`src/design/wrrp_pkg.sv`:
```
// shared constants, types and helpers for the weighted round-robin picker
package wrrp_pkg;

  localparam int SERVER_COUNT = 8;
  localparam int WEIGHT_BITS  = 8;
  localparam int IDX_W        = (SERVER_COUNT > 1) ? $clog2(SERVER_COUNT) : 1;
  localparam int MASK_W       = 8;
  localparam int ID_W         = 3;
  localparam int AVAIL_N      = (SERVER_COUNT < MASK_W) ? SERVER_COUNT : MASK_W;

  localparam logic [IDX_W-1:0] LAST_IDX = IDX_W'(SERVER_COUNT - 1);

  localparam logic ACT_SELECT = 1'b0;
  localparam logic ACT_LOAD   = 1'b1;

  typedef logic [IDX_W-1:0]       idx_t;
  typedef logic [WEIGHT_BITS-1:0] wgt_t;

  typedef enum logic [2:0] {
    ST_IDLE,
    ST_WALK,
    ST_REFILL,
    ST_ISSUE,
    ST_DONE
  } state_t;

  // cyclic successor of a server index
  function automatic idx_t next_idx(idx_t i);
    next_idx = (i == LAST_IDX) ? '0 : i + idx_t'(1);
  endfunction

  // servers beyond the mask count as unavailable
  function automatic logic is_avail(logic [MASK_W-1:0] m, idx_t i);
    logic a;
    a = 1'b0;
    for (int k = 0; k < AVAIL_N; k++) begin
      if (i == IDX_W'(k)) a = m[k];
    end
    is_avail = a;
  endfunction

  // credit refill, saturating at all ones
  function automatic wgt_t sat_add(wgt_t c, wgt_t w);
    logic [WEIGHT_BITS:0] s;
    s = {1'b0, c} + {1'b0, w};
    sat_add = s[WEIGHT_BITS] ? '1 : s[WEIGHT_BITS-1:0];
  endfunction

endpackage

```
`src/design/weighted_round_robin_pick_core.sv`:
```
// weighted round-robin picker: credit and weight memories with a walking sequencer
//
//  channel | direction | word
//  in      | input     | action, available_mask, server_id, weight_value
//  out     | output    | chosen_server, found
//
// a load passes from accept through the done state to the output register; a select
// walks the servers, a credit read-modify-write per nonzero credit visited, up to
// two circles, with a refill sweep through the credit and weight memories and one reread
// one word is in work at a time; in_ready returns once the result is in the
// output register, so the next word can enter while that result waits
// rst is synchronous; credits and weights read as zero after it, and the last pick returns to the last server
module weighted_round_robin_pick_core (
  input  logic       clk,
  input  logic       rst,
  input  logic       in_valid,
  output logic       in_ready,
  input  logic       action,
  input  logic [7:0] available_mask,
  input  logic [2:0] server_id,
  input  logic [7:0] weight_value,
  output logic       out_valid,
  input  logic       out_ready,
  output logic [2:0] chosen_server,
  output logic       found
);

  wrrp_pkg::state_t state, state_next;
  wrrp_pkg::idx_t   p, p_next;
  wrrp_pkg::idx_t   start_idx, start_next;
  wrrp_pkg::idx_t   rf_idx, rf_idx_next;
  wrrp_pkg::idx_t   last_pick, last_pick_next;
  logic             refilled, refilled_next;
  logic             just_refilled, just_refilled_next;
  logic [wrrp_pkg::MASK_W-1:0] mask, mask_next;
  logic [wrrp_pkg::ID_W-1:0]   res_server, res_server_next;
  logic             res_found, res_found_next;

  // memories
  wrrp_pkg::wgt_t   credit_mem [wrrp_pkg::SERVER_COUNT];
  wrrp_pkg::wgt_t   weight_mem [wrrp_pkg::SERVER_COUNT];
  logic [wrrp_pkg::SERVER_COUNT-1:0] cred_vld, wgt_vld;
  wrrp_pkg::wgt_t   cred_rd, wgt_rd;
  logic             cred_rd_vld, wgt_rd_vld;
  wrrp_pkg::wgt_t   cred_cur, wgt_cur;

  wrrp_pkg::idx_t   rd_addr;
  logic             cred_we;
  wrrp_pkg::idx_t   cred_waddr;
  wrrp_pkg::wgt_t   cred_wdata;
  logic             wgt_we;
  wrrp_pkg::idx_t   wgt_waddr;
  logic             in_acc, out_load, here_avail;

  assign in_ready = (state == wrrp_pkg::ST_IDLE);
  assign in_acc   = in_valid && in_ready;
  assign out_load = (state == wrrp_pkg::ST_DONE) && (!out_valid || out_ready);

  assign wgt_we    = in_acc && (action == wrrp_pkg::ACT_LOAD)
                     && (int'(server_id) < wrrp_pkg::SERVER_COUNT);
  assign wgt_waddr = wrrp_pkg::IDX_W'(server_id);

  // entries never written read as zero
  assign cred_cur   = cred_rd_vld ? cred_rd : '0;
  assign wgt_cur    = wgt_rd_vld ? wgt_rd : '0;
  assign here_avail = wrrp_pkg::is_avail(mask, p);

  always_ff @(posedge clk) begin
    if (cred_we) begin
      credit_mem[cred_waddr] <= cred_wdata;
    end
    if (wgt_we) begin
      weight_mem[wgt_waddr] <= wrrp_pkg::WEIGHT_BITS'(weight_value);
    end
    cred_rd <= credit_mem[rd_addr];
    wgt_rd  <= weight_mem[rd_addr];
  end

  always_ff @(posedge clk) begin
    if (rst) begin
      cred_vld    <= '0;
      wgt_vld     <= '0;
      cred_rd_vld <= 1'b0;
      wgt_rd_vld  <= 1'b0;
    end else begin
      if (cred_we) cred_vld[cred_waddr] <= 1'b1;
      if (wgt_we) wgt_vld[wgt_waddr] <= 1'b1;
      cred_rd_vld <= cred_vld[rd_addr];
      wgt_rd_vld  <= wgt_vld[rd_addr];
    end
  end

  always_ff @(posedge clk) begin
    if (rst) begin
      state     <= wrrp_pkg::ST_IDLE;
      last_pick <= wrrp_pkg::LAST_IDX;
      out_valid <= 1'b0;
    end else begin
      state     <= state_next;
      last_pick <= last_pick_next;
      if (out_load) begin
        out_valid <= 1'b1;
      end else if (out_ready) begin
        out_valid <= 1'b0;
      end
    end
  end

  always_ff @(posedge clk) begin
    p             <= p_next;
    start_idx     <= start_next;
    rf_idx        <= rf_idx_next;
    refilled      <= refilled_next;
    just_refilled <= just_refilled_next;
    mask          <= mask_next;
    res_server    <= res_server_next;
    res_found     <= res_found_next;
    if (out_load) begin
      chosen_server <= res_server;
      found         <= res_found;
    end
  end

  always_comb begin
    state_next         = state;
    p_next             = p;
    start_next         = start_idx;
    rf_idx_next        = rf_idx;
    refilled_next      = refilled;
    just_refilled_next = just_refilled;
    mask_next          = mask;
    last_pick_next     = last_pick;
    res_server_next    = res_server;
    res_found_next     = res_found;
    rd_addr            = p;
    cred_we            = 1'b0;
    cred_waddr         = p;
    cred_wdata         = cred_cur - wrrp_pkg::wgt_t'(1);

    case (state)
      wrrp_pkg::ST_IDLE: begin
        rd_addr = wrrp_pkg::next_idx(last_pick);
        if (in_valid) begin
          if (action == wrrp_pkg::ACT_LOAD) begin
            res_server_next = '0;
            res_found_next  = 1'b0;
            state_next      = wrrp_pkg::ST_DONE;
          end else begin
            start_next         = last_pick;
            p_next             = wrrp_pkg::next_idx(last_pick);
            refilled_next      = 1'b0;
            just_refilled_next = 1'b0;
            mask_next          = available_mask;
            state_next         = wrrp_pkg::ST_WALK;
          end
        end
      end

      wrrp_pkg::ST_WALK: begin
        // prefetch the next server while this one is updated
        rd_addr            = wrrp_pkg::next_idx(p);
        p_next             = wrrp_pkg::next_idx(p);
        just_refilled_next = 1'b0;
        if (p == start_idx) begin
          if (cred_cur == '0) begin
            if (refilled) begin
              // right after the refill an empty start walks one more circle
              if (!just_refilled) begin
                res_server_next = '0;
                res_found_next  = 1'b0;
                last_pick_next  = wrrp_pkg::LAST_IDX;
                state_next      = wrrp_pkg::ST_DONE;
              end
            end else begin
              p_next      = p;
              rf_idx_next = '0;
              rd_addr     = '0;
              state_next  = wrrp_pkg::ST_REFILL;
            end
          end else begin
            cred_we         = 1'b1;
            res_found_next  = here_avail;
            res_server_next = here_avail ? wrrp_pkg::ID_W'(p) : '0;
            last_pick_next  = here_avail ? p : wrrp_pkg::LAST_IDX;
            state_next      = wrrp_pkg::ST_DONE;
          end
        end else if (cred_cur != '0) begin
          cred_we = 1'b1;
          if (here_avail) begin
            res_found_next  = 1'b1;
            res_server_next = wrrp_pkg::ID_W'(p);
            last_pick_next  = p;
            state_next      = wrrp_pkg::ST_DONE;
          end
        end
      end

      wrrp_pkg::ST_REFILL: begin
        cred_we    = 1'b1;
        cred_waddr = rf_idx;
        cred_wdata = wrrp_pkg::sat_add(cred_cur, wgt_cur);
        if (rf_idx == wrrp_pkg::LAST_IDX) begin
          // start may equal the entry written now, so reread it next cycle
          state_next = wrrp_pkg::ST_ISSUE;
        end else begin
          rf_idx_next = rf_idx + wrrp_pkg::idx_t'(1);
          rd_addr     = rf_idx + wrrp_pkg::idx_t'(1);
        end
      end

      wrrp_pkg::ST_ISSUE: begin
        rd_addr            = p;
        refilled_next      = 1'b1;
        just_refilled_next = 1'b1;
        state_next         = wrrp_pkg::ST_WALK;
      end

      wrrp_pkg::ST_DONE: begin
        if (!out_valid || out_ready) begin
          state_next = wrrp_pkg::ST_IDLE;
        end
      end

      default: begin
        state_next = wrrp_pkg::ST_IDLE;
      end
    endcase
  end

endmodule

```
`config.mk`:
```
export PLATFORM = sky130hd
export DESIGN_NAME = weighted_round_robin_pick_core
export DESIGN_NICKNAME = d
export VERILOG_FILES = /design/src/design/wrrp_pkg.sv /design/src/design/weighted_round_robin_pick_core.sv
export SDC_FILE = /design/constraint.sdc
export NUM_CORES = 1
export LEC_CHECK = 0
export BUFFER_PORTS_ARGS = -buffer_cell sky130_fd_sc_hd__buf_2
export CAP_MARGIN = 20
export CORE_MARGIN = 4
export CORE_UTILIZATION = 66
export DETAILED_ROUTE_END_ITERATION = 7
export GPL_ROUTABILITY_DRIVEN = 0
export PLACE_DENSITY = 0.81
export SKIP_LAST_GASP = 1
export SLEW_MARGIN = 20
export SYNTH_ARGS = -nofsm -noshare
export SYNTH_HDL_FRONTEND = slang
export SYNTH_SLANG_ARGS = --single-unit
export TNS_END_PERCENT = 100
```
`constraint.sdc`:
```
create_clock -name clk -period 4.6 [get_ports clk]
set_input_delay 0.23 -clock clk [delete_from_list [all_inputs] [get_ports clk]]
set_output_delay 0.23 -clock clk [all_outputs]
set_load 0.02 [all_outputs]
```
==> impl_metrics.tcl <==
set metrics [dict create \
    hp-class "input pin to register" \
    synth.distinct_cells 67 \
    utilization_pct 74.4 \
    cp.required_ns 4.74 \
    post-place-ws_ns 1.24 \
    cts.clk_slew.worst_paths_ns 0.07 \
    worstMarginPinSlew_ns 1.09 \
    crit_type "register to register" \
    synth_cells 610 \
    grt_pass1_wl_um 28200 \
    crit_buf_inv 2 \
    ys_seq_area_share_pct 64.8 \
    io_buffer_count 29 \
    ant_nets 0 \
    path_max_fanout 11 \
    end_kind "register" \
    cts_root_buf "clkbuf_16" \
    numCtsBuffers 17 \
    worst_slack_ns 1.10 \
    layout-drive-gt1-share_pct 14.5 \
    clock_sinks 196 \
    path_cells "nand2_1 -> inv_1 -> ha_1 -> inv_1 -> fa_1 -> nor2b_1 -> o21ai_0 -> a21boi_0 -> o21ai_0 -> nand2b_1 -> a21o_1 -> a2bb2oi_1" \
    dieWidth_um 121 \
    cp.arrival_ns 3.64 \
    routedLengthMet1_um 7360 \
    synth_ff_type "edfxtp_1" \
    stdcell_count 826 \
    ys_warn_count 0 \
    start_util_pct 67.2 \
    skew_ns 0.00968 \
    outcome "complete, no violations" \
    grt_usage_pct 25.9 \
    synth_fp_nets 655 \
    yosysMostFrequentCell "edfxtp_1" \
    whs_ns 0.0586 \
    wl_per_cell_um 21.5 \
    drtIter0Drc 525 \
    dr.pass1.iters 7 \
    syn_to_final_growth_pct 10.7 \
    io_pins 30 \
    slowest_delay_ns 0.57 \
    clock_tree.buffer_depth 2 \
    synth_area_um2 8450 \
    netlist_top_cells_area "edfxtp_1 55%, dfxtp_1 9.7%, mux2i_1 5.7%" \
    async_flop_share_pct 0 \
    placed_cells 786 \
    slew_viol_final 0 \
    fmax_mhz 286 \
    period_share_pct 76.0 \
    die_y_um 121 \
    synth_area_leader_cell "edfxtp_1" \
    tns_ns 0 \
    crit_family "compound AO/OA/AOI/OAI gates" \
    remaining_drc_errors 0 \
    cts_tree "done" \
    slew-limit-headroom_pct 27.1 \
    start_kind "register" \
    peakVddDrop_uv 328 \
    grt_max_degree 66 \
    dr_total_vias 5155 \
    wl_met2_um 8630 \
    fin_nets 686 \
    setup_violations 0 \
    antenna_cells 0 \
    synth_commonest_cells "155 x edfxtp_1, 71 x nor2_1, 51 x nand2_1" \
    rsz0062_at_grt "false" \
    ys_seq_elements 196 \
    grt_pass1_vias 5238 \
    yosys.area.top_type_share_pct 55.1 \
    dp.final_hpwl_um 11500 \
    fp-row-count 41 \
    antenna_found_initial 0 \
    h-tree-depth 4 \
    slowest_stage "a2bb2oi_1" \
    insertion_delay_ns 0.43 \
    power.density_nw_per_um2 417 \
    top_layer_used "met4" \
    overflow 0 \
    maxCapViolCount 0 \
    die_area_um2 14700 \
    min_period_ns 3.50 \
    coreArea_um2 12600 \
    vias_per_cell 6.24 \
    hold_violations 0 \
    wl_met3_um 1320 \
    leakagePower_nw 3.28 \
    synth_edf_count 155 \
    routed_wl_um 17800 \
    nFillCells 789 \
    postSynthAreaPerCell_um2 13.9 \
]
==> registers in the layout, summed over array words and instances (netlist names), 3 cells and up <==
name           count
wgt_rd             8
res_server         3
last_pick          3
cred_rd            8
chosen_server      3
mask               8
credit_mem        64
cred_vld           8
wgt_vld            8
rf_idx             3
weight_mem        64
p                  3
state              3
start_idx          3
==> logic make-up (layout without fill, tap and decap cells) <==
| family | Yosys count | in the layout | synth area share (%) |
|---|---|---|---|
| muxes | 52 | 52 | 6.75 |
| xor gates and xnor gates | 10 | 10 | 1.04 |
| and+or+nand+nor | 186 | 186 | 10.7 |
| adders and majority gates | 21 | 21 | 3.20 |
| AOI/OAI and AO/OA | 102 | 102 | 10.8 |
| buffers and inverters | 43 | 87 | 2.78 |
| DFF | 196 | 196 | 64.8 |
==> power breakdown <==
part	internal, mW	total [mW]	switching [mW]
registers	1.97	2.02	0.0494
logic	0.150	0.384	0.234
clock network	0.870	1.50	0.626
==> stage by stage <==
step	power, mW	area [um^2]
2_1_floorplan	2.34	8450
3_5_place_dp	2.43	8680
4_1_cts	3.91	9350
6_report	3.90	9360
3_3_place_gp	2.42	8680
5_1_grt	4.04	9360
==> timing repair <==
action | CTS | global route
hold endpoints to repair | 8 | 0
setup endpoints to repair | 0 | 0
setup buffers | 0 | 0
hold buffers | 8 | 0
gates resized for setup | 0 | 0
==> final timing paths <==
kind | start | depth (start not counted) | end | slack [ns]
setup reg to reg | cred_rd_vld$_SDFF_PP0_ | 12 | credit_mem[0][3]$_DFFE_PP_ | 1.10
hold / removal | weight_value[4] | 1 | weight_mem[1][4]$_DFFE_PP_ | 0.06
setup / recovery | cred_rd_vld$_SDFF_PP0_ | 12 | credit_mem[0][3]$_DFFE_PP_ | 1.10
hold reg to reg | res_server[1]$_SDFFCE_PN0P_ | 0 | chosen_server[1]$_DFFE_PP_ | 0.42
==> cells in the final DEF, fill, tap and decap left out, types with 3 or more instances in the layout <==
cell	instances
edfxtp_1	155
nor2_1	70
nand2_1	51
mux2i_1	48
dfxtp_1	41
buf_2	29
ha_1	20
a32o_1	17
clkbuf_16	17
inv_1	15
and2_1	13
a21oi_1	13
a221oi_2	12
nor3_1	11
o21ai_0	9
xnor2_1	8
dlygate4sd3_1	8
nand2b_1	7
nor2b_1	6
a2bb2oi_1	6
o22a_1	6
a31oi_1	5
a221oi_1	4
mux4_2	4
a21o_1	3
nand4_1	3
inv_6	3
clkinv_2	3
bufinv_16	3
==> layer usage <==
metal | GRT usage (%) | vias up
li1 | - | 2377
met1 | 34.6 | 2495
met2 | 41.0 | 242
met3 | 6.71 | 41
met4 | 10.4 | 0
met5 | 0 | -
==> area by class of cell <==
| type | count | area (um^2) | area share (%) |
|---|---|---|---|
| Sequential cell | 196 | 5480 | 58.5 |
| Multi-Input combinational cell | 371 | 2770 | 29.6 |
| Clock buffer | 20 | 447 | 4.77 |
| Timing Repair Buffer | 39 | 240 | 2.57 |
| Tap cell | 172 | 215 | 2.30 |
| Clock inverter | 12 | 150 | 1.60 |
| Inverter | 16 | 60.1 | 0.642 |
Power figures use the tool's default switching activity.
